===== config.mk =====
export PLATFORM = sky130hd
export DESIGN_NAME = joystick_to_mouse_motion
export DESIGN_NICKNAME = d
export VERILOG_FILES = /design/src/hw/rtl/jtm_pkg.sv /design/src/hw/rtl/jtm_axis.sv /design/src/hw/rtl/joystick_to_mouse_motion.sv
export SDC_FILE = /design/constraint.sdc
export NUM_CORES = 2
export LEC_CHECK = 0
export ABC_AREA = 1
export BUFFER_PORTS_ARGS = -buffer_cell sky130_fd_sc_hd__buf_2
export CORE_MARGIN = 1.5
export CORE_UTILIZATION = 25
export DETAILED_ROUTE_END_ITERATION = 8
export PLACE_DENSITY = 0.51
export REMOVE_ABC_BUFFERS = 1
export SETUP_SLACK_MARGIN = 0.1
export SYNTH_ARGS = -nofsm -noshare
export SYNTH_HDL_FRONTEND = slang
export SYNTH_SLANG_ARGS = --single-unit

===== constraint.sdc =====
create_clock -name clk -period 10.9 [get_ports clk]
set_input_delay 1.635 -clock clk [delete_from_list [all_inputs] [get_ports clk]]
set_output_delay 1.635 -clock clk [all_outputs]
set_load 0.02 [all_outputs]

===== src/hw/rtl/jtm_pkg.sv =====
// Types and constants of the joystick to mouse motion block.
package jtm_pkg;

  localparam int SAMPLE_BITS  = 10;
  localparam int DEFL_BITS    = 7;
  localparam int SPEED_BITS   = 8;
  localparam int DIV_BITS     = 8;
  localparam int INV_BITS     = 2;
  localparam int MOVE_BITS    = 8;
  localparam int MAG_BITS     = 7;
  localparam int FULL_DEFL    = 100;
  localparam int MOVE_LIMIT   = 127;
  localparam int NUM_STAGES   = 7;
  localparam int CFG_IDX_BITS = 3;

  localparam int NUM_BITS   = SAMPLE_BITS + DEFL_BITS;
  localparam int ACC_BITS   = DIV_BITS + DEFL_BITS - 1;
  localparam int DS_BITS    = DEFL_BITS + SPEED_BITS;
  localparam int PROD_BITS  = DS_BITS + DEFL_BITS;
  localparam int SAT_LEVEL  = (MOVE_LIMIT + 1) * FULL_DEFL;
  localparam int QIN_BITS   = $clog2(SAT_LEVEL);
  localparam int RECIP_SHIFT = 20;
  localparam int RECIP      = ((1 << RECIP_SHIFT) + FULL_DEFL - 1) / FULL_DEFL;
  localparam int RECIP_BITS = $clog2(RECIP + 1);
  localparam int MUL_BITS   = QIN_BITS + RECIP_BITS;

  localparam logic [SAMPLE_BITS-1:0] MIN_AXIS_RST  = SAMPLE_BITS'(200);
  localparam logic [SAMPLE_BITS-1:0] MAX_AXIS_RST  = SAMPLE_BITS'(820);
  localparam logic [SAMPLE_BITS-1:0] CENTER_RST    = SAMPLE_BITS'(512);
  localparam logic [SPEED_BITS-1:0]  FULL_SPEED_RST = SPEED_BITS'(2);
  localparam logic [SPEED_BITS-1:0]  PREC_SPEED_RST = SPEED_BITS'(1);
  localparam logic [DIV_BITS-1:0]    DIVISOR_RST   = DIV_BITS'(24);
  localparam logic [INV_BITS-1:0]    INVERT_RST    = INV_BITS'(2);

  typedef enum logic [CFG_IDX_BITS-1:0] {
    REG_MIN_AXIS   = 3'd0,
    REG_MAX_AXIS   = 3'd1,
    REG_X_CENTER   = 3'd2,
    REG_Y_CENTER   = 3'd3,
    REG_FULL_SPEED = 3'd4,
    REG_PREC_SPEED = 3'd5,
    REG_DIVISOR    = 3'd6,
    REG_INVERT     = 3'd7
  } cfg_reg_t;

  typedef struct packed {
    logic [SAMPLE_BITS-1:0] min_axis;
    logic [SAMPLE_BITS-1:0] max_axis;
    logic [SAMPLE_BITS-1:0] origin;
    logic [DIV_BITS-1:0]    divisor;
    logic                   invert;
  } axis_cfg_t;

endpackage


===== src/hw/rtl/jtm_axis.sv =====
// Seven-stage datapath for one axis: deflection divide, acceleration divide, scale.
module jtm_axis import jtm_pkg::*; (
  input  logic                        clk,
  input  logic [NUM_STAGES-1:0]       stage_en,
  input  axis_cfg_t                   cfg,
  input  logic [SAMPLE_BITS-1:0]      sample,
  input  logic [SPEED_BITS-1:0]       speed,
  output logic signed [MOVE_BITS-1:0] move
);

  localparam int HI_STEPS = 3;
  localparam int ACC_HI   = 4;

  // stage 0: distance, span, special cases
  logic                   lo, eq, bad;
  logic [SAMPLE_BITS-1:0] delta, span;
  logic [NUM_BITS-1:0]    s0_num_r;
  logic [SAMPLE_BITS-1:0] s0_span_r;
  logic                   s0_zero_r, s0_full_r, s0_neg_r;
  logic [SPEED_BITS-1:0]  s0_speed_r;

  assign lo    = sample < cfg.origin;
  assign eq    = sample == cfg.origin;
  assign delta = lo ? (cfg.origin - sample) : (sample - cfg.origin);
  assign bad   = lo ? (cfg.origin < cfg.min_axis) : (cfg.max_axis < cfg.origin);
  assign span  = lo ? (cfg.origin - cfg.min_axis) : (cfg.max_axis - cfg.origin);

  always_ff @(posedge clk) begin
    if (stage_en[0]) begin
      s0_num_r   <= NUM_BITS'(delta) * NUM_BITS'(FULL_DEFL);
      s0_span_r  <= span;
      s0_zero_r  <= eq || bad;
      s0_full_r  <= (span == '0) || (delta >= span);
      s0_neg_r   <= lo;
      s0_speed_r <= speed;
    end
  end

  // stage 1: upper quotient bits of delta*100/span
  logic [NUM_BITS-1:0]    d1_rem, d1_sh;
  logic [DEFL_BITS-1:0]   d1_q;
  logic [NUM_BITS-1:0]    s1_rem_r;
  logic [DEFL_BITS-1:0]   s1_q_r;
  logic [SAMPLE_BITS-1:0] s1_span_r;
  logic                   s1_zero_r, s1_full_r, s1_neg_r;
  logic [SPEED_BITS-1:0]  s1_speed_r;

  always_comb begin
    d1_rem = s0_num_r;
    d1_q   = '0;
    d1_sh  = '0;
    for (int k = DEFL_BITS - 1; k >= DEFL_BITS - HI_STEPS; k--) begin
      d1_sh = NUM_BITS'(s0_span_r) << k;
      if (d1_rem >= d1_sh) begin
        d1_rem  = d1_rem - d1_sh;
        d1_q[k] = 1'b1;
      end
    end
  end

  always_ff @(posedge clk) begin
    if (stage_en[1]) begin
      s1_rem_r   <= d1_rem;
      s1_q_r     <= d1_q;
      s1_span_r  <= s0_span_r;
      s1_zero_r  <= s0_zero_r;
      s1_full_r  <= s0_full_r;
      s1_neg_r   <= s0_neg_r;
      s1_speed_r <= s0_speed_r;
    end
  end

  // stage 2: lower quotient bits, deflection select
  logic [NUM_BITS-1:0]   d2_rem, d2_sh;
  logic [DEFL_BITS-1:0]  d2_q, defl;
  logic [DEFL_BITS-1:0]  s2_defl_r;
  logic                  s2_neg_r;
  logic [SPEED_BITS-1:0] s2_speed_r;

  always_comb begin
    d2_rem = s1_rem_r;
    d2_q   = s1_q_r;
    d2_sh  = '0;
    for (int k = DEFL_BITS - HI_STEPS - 1; k >= 0; k--) begin
      d2_sh = NUM_BITS'(s1_span_r) << k;
      if (d2_rem >= d2_sh) begin
        d2_rem  = d2_rem - d2_sh;
        d2_q[k] = 1'b1;
      end
    end
    if (s1_zero_r) begin
      defl = '0;
    end else if (s1_full_r) begin
      defl = DEFL_BITS'(FULL_DEFL);
    end else begin
      defl = d2_q;
    end
  end

  always_ff @(posedge clk) begin
    if (stage_en[2]) begin
      s2_defl_r  <= defl;
      s2_neg_r   <= s1_neg_r;
      s2_speed_r <= s1_speed_r;
    end
  end

  // stage 3: upper bits of defl/divisor, defl*speed
  logic [ACC_BITS-1:0]  a3_rem, a3_sh;
  logic [DEFL_BITS-1:0] a3_q;
  logic [DEFL_BITS-1:0] s3_rem_r, s3_q_r;
  logic [DS_BITS-1:0]   s3_ds_r;
  logic                 s3_neg_r;

  always_comb begin
    a3_rem = ACC_BITS'(s2_defl_r);
    a3_q   = '0;
    a3_sh  = '0;
    for (int k = DEFL_BITS - 1; k >= DEFL_BITS - ACC_HI; k--) begin
      a3_sh = ACC_BITS'(cfg.divisor) << k;
      if (a3_rem >= a3_sh) begin
        a3_rem  = a3_rem - a3_sh;
        a3_q[k] = 1'b1;
      end
    end
  end

  always_ff @(posedge clk) begin
    if (stage_en[3]) begin
      s3_rem_r <= a3_rem[DEFL_BITS-1:0];
      s3_q_r   <= a3_q;
      s3_ds_r  <= DS_BITS'(s2_defl_r) * DS_BITS'(s2_speed_r);
      s3_neg_r <= s2_neg_r;
    end
  end

  // stage 4: lower bits of defl/divisor
  logic [ACC_BITS-1:0]  a4_rem, a4_sh;
  logic [DEFL_BITS-1:0] a4_q;
  logic [DEFL_BITS-1:0] s4_accel_r;
  logic [DS_BITS-1:0]   s4_ds_r;
  logic                 s4_neg_r;

  always_comb begin
    a4_rem = ACC_BITS'(s3_rem_r);
    a4_q   = s3_q_r;
    a4_sh  = '0;
    for (int k = DEFL_BITS - ACC_HI - 1; k >= 0; k--) begin
      a4_sh = ACC_BITS'(cfg.divisor) << k;
      if (a4_rem >= a4_sh) begin
        a4_rem  = a4_rem - a4_sh;
        a4_q[k] = 1'b1;
      end
    end
  end

  always_ff @(posedge clk) begin
    if (stage_en[4]) begin
      s4_accel_r <= (cfg.divisor == '0) ? '0 : a4_q;
      s4_ds_r    <= s3_ds_r;
      s4_neg_r   <= s3_neg_r;
    end
  end

  // stage 5: product and saturation detect
  logic [PROD_BITS-1:0] prod;
  logic [QIN_BITS-1:0]  s5_p_r;
  logic                 s5_sat_r, s5_neg_r;

  assign prod = PROD_BITS'(s4_ds_r) * PROD_BITS'(s4_accel_r);

  always_ff @(posedge clk) begin
    if (stage_en[5]) begin
      s5_p_r   <= prod[QIN_BITS-1:0];
      s5_sat_r <= prod >= PROD_BITS'(SAT_LEVEL);
      s5_neg_r <= s4_neg_r;
    end
  end

  // stage 6: divide by 100 via reciprocal, clamp, sign
  logic [MUL_BITS-1:0]  recip_prod;
  logic [MAG_BITS-1:0]  mag;
  logic [MOVE_BITS-1:0] mag_ext;
  logic signed [MOVE_BITS-1:0] move_r;

  assign recip_prod = MUL_BITS'(s5_p_r) * MUL_BITS'(RECIP);
  assign mag     = s5_sat_r ? MAG_BITS'(MOVE_LIMIT)
                            : recip_prod[RECIP_SHIFT+MAG_BITS-1:RECIP_SHIFT];
  assign mag_ext = MOVE_BITS'(mag);

  always_ff @(posedge clk) begin
    if (stage_en[6]) begin
      move_r <= (s5_neg_r ^ cfg.invert) ? (-mag_ext) : mag_ext;
    end
  end

  assign move = move_r;

endmodule


===== src/hw/rtl/joystick_to_mouse_motion.sv =====
// Joystick ADC pair to signed mouse move: top level with registers and pipeline control.
// One word enters per clock while in_stall is low; the seven-stage datapath
// per axis (two three- and four-step divide sections for the deflection, two
// for the acceleration term, a multiply, a reciprocal multiply by 1/100)
// carries each word to the output. Stages advance independently, so
// bubbles close up and a stalled output stops only the stages behind it.
// Configuration registers are written through cfg_* at any time, always
// ready, and must only change while no word is in flight.
module joystick_to_mouse_motion import jtm_pkg::*; (
  input  logic                        clk,
  input  logic                        rst_n,
  input  logic                        in_valid,
  output logic                        in_stall,
  input  logic [SAMPLE_BITS-1:0]      in_x_sample,
  input  logic [SAMPLE_BITS-1:0]      in_y_sample,
  input  logic                        in_precision,
  output logic                        out_valid,
  input  logic                        out_stall,
  output logic signed [MOVE_BITS-1:0] out_x_move,
  output logic signed [MOVE_BITS-1:0] out_y_move,
  input  logic                        cfg_valid,
  output logic                        cfg_ready,
  input  logic [CFG_IDX_BITS-1:0]     cfg_index,
  input  logic [SAMPLE_BITS-1:0]      cfg_data
);

  logic [SAMPLE_BITS-1:0] min_axis_r, max_axis_r, x_center_r, y_center_r;
  logic [SPEED_BITS-1:0]  full_speed_r, prec_speed_r;
  logic [DIV_BITS-1:0]    divisor_r;
  logic [INV_BITS-1:0]    invert_r;

  assign cfg_ready = 1'b1;

  always_ff @(posedge clk) begin
    if (!rst_n) begin
      min_axis_r   <= MIN_AXIS_RST;
      max_axis_r   <= MAX_AXIS_RST;
      x_center_r   <= CENTER_RST;
      y_center_r   <= CENTER_RST;
      full_speed_r <= FULL_SPEED_RST;
      prec_speed_r <= PREC_SPEED_RST;
      divisor_r    <= DIVISOR_RST;
      invert_r     <= INVERT_RST;
    end else if (cfg_valid && cfg_ready) begin
      case (cfg_reg_t'(cfg_index))
        REG_MIN_AXIS:   min_axis_r   <= cfg_data;
        REG_MAX_AXIS:   max_axis_r   <= cfg_data;
        REG_X_CENTER:   x_center_r   <= cfg_data;
        REG_Y_CENTER:   y_center_r   <= cfg_data;
        REG_FULL_SPEED: full_speed_r <= cfg_data[SPEED_BITS-1:0];
        REG_PREC_SPEED: prec_speed_r <= cfg_data[SPEED_BITS-1:0];
        REG_DIVISOR:    divisor_r    <= cfg_data[DIV_BITS-1:0];
        REG_INVERT:     invert_r     <= cfg_data[INV_BITS-1:0];
        default: ;
      endcase
    end
  end

  // valid bits and per-stage advance
  logic [NUM_STAGES-1:0] valid_r, valid_nxt;
  logic [NUM_STAGES:0]   stage_rdy;

  always_comb begin
    stage_rdy[NUM_STAGES] = !out_stall;
    for (int k = NUM_STAGES - 1; k >= 0; k--) begin
      stage_rdy[k] = !valid_r[k] || stage_rdy[k+1];
    end
    valid_nxt[0] = stage_rdy[0] ? in_valid : valid_r[0];
    for (int k = 1; k < NUM_STAGES; k++) begin
      if (stage_rdy[k]) begin
        valid_nxt[k] = valid_r[k-1];
      end else begin
        valid_nxt[k] = valid_r[k];
      end
    end
  end

  always_ff @(posedge clk) begin
    if (!rst_n) begin
      valid_r <= '0;
    end else begin
      valid_r <= valid_nxt;
    end
  end

  assign in_stall  = !stage_rdy[0];
  assign out_valid = valid_r[NUM_STAGES-1];

  logic [SPEED_BITS-1:0] speed;
  axis_cfg_t             x_cfg, y_cfg;

  assign speed = in_precision ? prec_speed_r : full_speed_r;

  assign x_cfg = '{min_axis: min_axis_r, max_axis: max_axis_r, origin: x_center_r,
                   divisor: divisor_r, invert: invert_r[0]};
  assign y_cfg = '{min_axis: min_axis_r, max_axis: max_axis_r, origin: y_center_r,
                   divisor: divisor_r, invert: invert_r[1]};

  jtm_axis u_x_axis (
    .clk      (clk),
    .stage_en (stage_rdy[NUM_STAGES-1:0]),
    .cfg      (x_cfg),
    .sample   (in_x_sample),
    .speed    (speed),
    .move     (out_x_move)
  );

  jtm_axis u_y_axis (
    .clk      (clk),
    .stage_en (stage_rdy[NUM_STAGES-1:0]),
    .cfg      (y_cfg),
    .sample   (in_y_sample),
    .speed    (speed),
    .move     (out_y_move)
  );

endmodule


# After elaboration in Yosys (flattened, before gate mapping)

Cells that the tools add are included.
Widths: inputs -> output; s select.

Bits in registers: 383
Bits of input ports: 39
Logic and storage cells: 260

Add/sub/neg operators: 34
Multiply operators: 8
Magnitude comparators: 38
Equal/unequal tests: 9
Mux-type cells: 65
Bitwise operators: 2
Reductions and logical operators: 34

Operator list:

| cell                   | number |
|---|---|
| $mux 17                | 12 |
| $mux 14                | 10 |
| $sub 10x10->10         | 8 |
| $lt 10x10->1           | 6 |
| $mux 7                 | 8 |
| $mul 14x13->26 const B | 2 |
| $ge 22x14->1 const B   | 2 |
| $mul 15x7->22          | 2 |
| $mux 10                | 4 |
| $ge 17x10->1           | 2 |
| $ge 17x11->1           | 2 |
| $ge 17x12->1           | 2 |
| $ge 17x13->1           | 2 |
| $ge 17x14->1           | 2 |
| $ge 17x15->1           | 2 |
| $ge 17x16->1           | 2 |
| $sub 17x11->17         | 2 |
| $sub 17x12->17         | 2 |
| $sub 17x13->17         | 2 |
| $sub 17x14->17         | 2 |
| $sub 17x15->17         | 2 |
| $sub 17x16->17         | 2 |
| $mul 10x5->15 const B  | 2 |
| $mul 7x8->15           | 2 |
| 29 further kinds       | 106 |

# Logic depth before layout (Yosys ltp)

Word-level depth: 9
Mapped depth: 61
Gate-level depth less buffers: 57

# Worst setup path after synthesis

No wires, ideal clock.

Path type: input-to-reg
Start point: input out_stall
End point: register u_x_axis.s0_full_r (enable)
Setup time: 0.418 ns
Arrival: 9.040 ns
Required time: 10.482 ns
Slack: 1.442 ns
Stages on the path: 13
Cells stage by stage: nand2_1 nor2_1 inv_1 nor2_1 inv_1 nor2_1 inv_1 nor2_1 inv_1 nor2_1 inv_1 nor2_1 inv_1

Longest elaborated chain between the ends: 8

Ends and longest elaborated chain:

| element                        | RTL line                       | text |
|---|---|---|
| from (decl)                    | joystick_to_mouse_motion.sv:18 | `input logic out_stall,` |
| $logic_not 1->1                | joystick_to_mouse_motion.sv:64 | `stage_rdy[NUM_STAGES] = !out_stall;` |
| $logic_or 1x1->1 (2 in series) | joystick_to_mouse_motion.sv:66 | `stage_rdy[k] = !valid_r[k] \|\| stage_rdy[k+1];` |
| net stage_rdy[5]               | joystick_to_mouse_motion.sv:61 | `logic [NUM_STAGES:0] stage_rdy;` |
| $logic_or 1x1->1               | joystick_to_mouse_motion.sv:66 |  |
| net stage_rdy[4]               | joystick_to_mouse_motion.sv:61 |  |
| $logic_or 1x1->1               | joystick_to_mouse_motion.sv:66 |  |
| net stage_rdy[3]               | joystick_to_mouse_motion.sv:61 |  |
| $logic_or 1x1->1               | joystick_to_mouse_motion.sv:66 |  |
| net stage_rdy[2]               | joystick_to_mouse_motion.sv:61 |  |
| $logic_or 1x1->1               | joystick_to_mouse_motion.sv:66 |  |
| net stage_rdy[1]               | joystick_to_mouse_motion.sv:61 |  |
| $logic_or 1x1->1               | joystick_to_mouse_motion.sv:66 |  |
| to (signal assigned)           | jtm_axis.sv:33                 | `s0_full_r <= (span == '0) \|\| (delta >= span);` |
| to (decl)                      | jtm_axis.sv:19                 | `logic s0_zero_r, s0_full_r, s0_neg_r;` |

The timed path passes the listed nets, and every way through them passes these cells.
A chain may end at the register's enable or synchronous reset.

# Worst setup path after layout

Start point: register u_x_axis.s1_rem_r[3]
End point: register u_x_axis.s2_defl_r[0], data pin

Longest elaborated chain between the ends: 8
Elaborated cells between the ends (all ways): 11
Classes of those cells: add/sub: 3; order compare: 4; mux: 4

Ends and longest elaborated chain:

| element                                               | RTL line                       | text |
|---|---|---|
| from (decl)                                           | jtm_axis.sv:42                 | `logic [NUM_BITS-1:0] s1_rem_r;` |
| from (signal assigned)                                | jtm_axis.sv:63                 | `s1_rem_r <= d1_rem;` |
| $sub 17x13->17 / $ge 17x13->1 (equally long branches) | jtm_axis.sv:87, jtm_axis.sv:86 |  |
| $mux 17 *                                             | jtm_axis.sv:86                 | `if (d2_rem >= d2_sh) begin` |
| $sub 17x12->17 / $ge 17x12->1 (equally long branches) | jtm_axis.sv:87, jtm_axis.sv:86 |  |
| $mux 17 *                                             | jtm_axis.sv:86                 |  |
| $sub 17x11->17 / $ge 17x11->1 (equally long branches) | jtm_axis.sv:87, jtm_axis.sv:86 |  |
| $mux 17 *                                             | jtm_axis.sv:86                 |  |
| $ge 17x10->1 *                                        | jtm_axis.sv:86                 |  |
| $mux 1 *                                              | jtm_axis.sv:86                 |  |
| to (signal assigned)                                  | jtm_axis.sv:102                | `s2_defl_r <= defl;` |
| to (decl)                                             | jtm_axis.sv:76                 | `logic [DEFL_BITS-1:0] s2_defl_r;` |

Every way passes the cells marked *; elsewhere a longest branch is shown, timed or not.

==> flow_metrics.py <==
metrics = {
    "floorplanning": {
        "row_count": 158,
        "die_x_um": 437,
        "fp.dieH_um": 437,
        "dieArea_um2": 191000,
        "core_um2": 186000,
        "ios": 58,
        "initial_utilization_pct": 25.3,
    },
    "global_route": {
        "grt_pass1_wl_um": 192000,
        "antenna_found_initial": 9,
        "track_usage_pct": 12.2,
        "grt_max_degree": 72,
        "grt-ovfl-total": 0,
        "grt_pass1_vias": 37400,
    },
    "route": {
        "drcViolationCount": 0,
        "dr_total_vias": 36400,
        "drt_iter0_markers": 1666,
        "dr.pass1.iters": 7,
        "wirelength_um": 115000,
        "ant_nets": 0,
        "wl_per_cell_um": 13.9,
        "vias_per_cell": 4.38,
    },
    "worst_setup_path": {
        "crit_buf_inv": 5,
        "crit_family": "simple AND/OR/NAND/NOR gates",
        "critPathMaxStageDelay_ns": 0.40,
        "r2r_cells": 53,
        "path_max_fanout": 22,
        "path_common_cell": "nand2_1",
        "cp_slowest_cell": "nor2_4",
        "cp.required_ns": 11.27,
        "critPathLaunchType": "flip-flop",
        "r2r-end": "u_x_axis.s2_defl_r[0]",
        "crit_type": "flip-flop to flip-flop",
        "reg2reg_slack_ns": 2.64,
        "end_kind": "flip-flop",
        "arrival_ns": 8.62,
        "regToRegStartpoint": "u_x_axis.s1_rem_r[3]",
        "cp-startpoint": "u_x_axis.s1_rem_r[3]",
    },
    "sta": {
        "fin_crit_ns": 8.26,
        "finalSetupViolations": 0,
        "setup_tns_ns": 0,
        "period_share_pct": 75.7,
        "max_freq_mhz": 121,
        "slew_violations": 0,
        "slew_headroom_pct": 28.4,
        "rsz0062_at_grt": "false",
        "finalHoldViolations": 0,
        "finClkSkew_ns": 0.0374,
        "worst_pin_slew_ns": 1.07,
    },
    "place": {
        "place_congestion": 0.845,
        "dp_hpwl_um": 95700,
        "placedInstanceArea_um2": 50100,
        "portBuffers": 56,
    },
    "synthesis": {
        "synthCells": 5747,
        "async_reset_ff_share_pct": 0,
        "synth-main-ff-cell": "edfxtp_1",
        "yosys.area.top_type_share_pct": 19.6,
        "ys_ff_latch": 379,
        "synth_edf_count": 306,
        "synth_area_leaders": "edfxtp_1, ha_1, fa_1, inv_1, nand2_1",
        "avgSynthCellArea_um2": 8.17,
        "yosys_warnings": 0,
        "netlist_area_um2": 47000,
        "synth_top_area_cell": "edfxtp_1",
        "yosysSeqAreaShare_pct": 22.7,
        "ys_types": 69,
    },
    "final_layout": {
        "final_cell_area_um2": 51700,
        "areaGrowthSynthToFinish_pct": 9.98,
        "drive_gt1_share_pct": 4.69,
        "fin_util_pct": 27.8,
        "fin_nets": 6908,
    },
    "clock_network": {
        "cts_buffer_depth": 3,
        "cts_sinks": 379,
        "htreeDepth": 2,
        "clk_pin_slew_ns": 0.06,
        "cts_hold_buf": 0,
        "cts_resized": 0,
        "post_cts_buffers": 0,
        "ctsRootBufferMaster": "clkbuf_16",
        "clkLatencyLatePin_ns": 0.65,
        "numCtsBuffers": 46,
        "cts_tree": "done",
    },
    "hold_path": {
        "worst_hold_startpoint": "u_x_axis.s3_ds_r[5]",
        "min_to": "u_x_axis.s4_ds_r[5]",
        "worstHoldPathCells": 0,
        "worstHoldPathType": "flip-flop to flip-flop",
    },
    "outcome": {
        "outcome": "completed",
    },
    "run": {
        "maxCapViolations": 0,
    },
}
cell usage in the layout (no fill, tap or decap), drive strengths merged, types with 54 or more instances in the layout:
cell type	netlist	routed
inv	1178	1182
nand2	1162	1162
ha	734	734
a21oi	397	397
fa	350	350
nor2	345	345
o21ai	337	337
edfxtp	306	306
nand3	176	176
xor2	158	158
xnor2	115	115
dfxtp	73	73
buf	32	73
clkbuf	51	54
synthesized netlist by cell type (16+ instances only):
| master | count |
|---|---|
| o21ai_1 | 21 |
| a21oi_1 | 395 |
| buf_2 | 18 |
| ha_1 | 734 |
| nand2_2 | 28 |
| xnor2_1 | 115 |
| o21bai_1 | 35 |
| xor2_1 | 158 |
| o21a_1 | 16 |
| nor3_1 | 37 |
| nand3_1 | 163 |
| nand4_1 | 49 |
| inv_1 | 1166 |
| o21ai_0 | 305 |
| nand2_1 | 1131 |
| clkbuf_1 | 51 |
| fa_1 | 350 |
| or2_2 | 22 |
| nor2_1 | 325 |
| a21o_1 | 19 |
| a31oi_1 | 18 |
| dfxtp_1 | 73 |
| edfxtp_1 | 306 |
| o211ai_1 | 24 |
worst register-to-register path, delay by kind of cell, from the launching register on:
family	cells	cell delay [ns]
AO/OA/AOI/OAI	11	2.06
flip-flops	1	0.38
buffers and inverters	5	0.66
AND/OR/NAND/NOR	32	3.37
adder cells (fa/ha/maj)	5	1.51
metrics by stage:
| step | setup slack [ns] | hold WS (ns) | instances |
|---|---|---|---|
| detailed placement | 2.66 | 0.405 | 8217 |
| finish | 2.64 | 0.414 | 8304 |
| floorplan | 1.44 | 0.400 | 5664 |
| global placement | 2.63 | 0.401 | 8217 |
| global route | 1.62 | 0.419 | 8304 |
| CTS | 2.63 | 0.408 | 8303 |
sequential cells by signal, indices dropped and copies added, names as in the netlist, 15 cells and up:
signal and flops:
u_x_axis.s1_rem_r 15, u_y_axis.s4_ds_r 15, u_x_axis.s0_num_r 15, u_y_axis.s0_num_r 15
u_y_axis.s3_ds_r 15, u_y_axis.s1_rem_r 15, u_x_axis.s4_ds_r 15, u_x_axis.s3_ds_r 15
worst max-delay path by stage:
stage / cells past startpoint / end / slack (ns)
2_1_floorplan: 13 / u_x_axis.s0_full_r / 1.44
3_3_place_gp: 54 / u_x_axis.s2_defl_r[0] / 2.63
3_5_place_dp: 51 / u_y_axis.s2_defl_r[0] / 2.66
4_1_cts: 54 / u_x_axis.s2_defl_r[0] / 2.63
5_1_grt: 53 / u_x_axis.s2_defl_r[0] / 1.62
6_report: 53 / u_x_axis.s2_defl_r[0] / 2.64
layout make-up:
class,instances,area [um^2]
antenna,1,2.50
clock buffer,54,1190
clock inverter,32,407
fill,20000,134000
inverter,1181,4440
multi-input combinational,4104,31500
sequential,379,10700
tap,2480,3100
timing repair buffer,73,408
metal layers:
| layer | vias to the layer above | routed length, um | global-route usage, % |
|---|---|---|---|
| met5 | - | 0 | 0 |
| met4 | 0 | 2460 | 2.85 |
| met3 | 126 | 3110 | 1.13 |
| met2 | 450 | 54800 | 21.4 |
| met1 | 17200 | 54800 | 16.1 |
| li1 | 18600 | - | - |
logic make-up after synthesis:
group | share of synthesized area (%)
compound gates | 10.7
buf+inv | 10.3
simple gates | 16.5
flops | 22.7
fa+ha+maj | 34.5
xor+xnor | 5.09
mux | 0.197
other cells | 0.00798
Power is left out: the tool's default activity adds up to more than one toggle a clock period on the data nets, which glitch-free logic cannot reach.
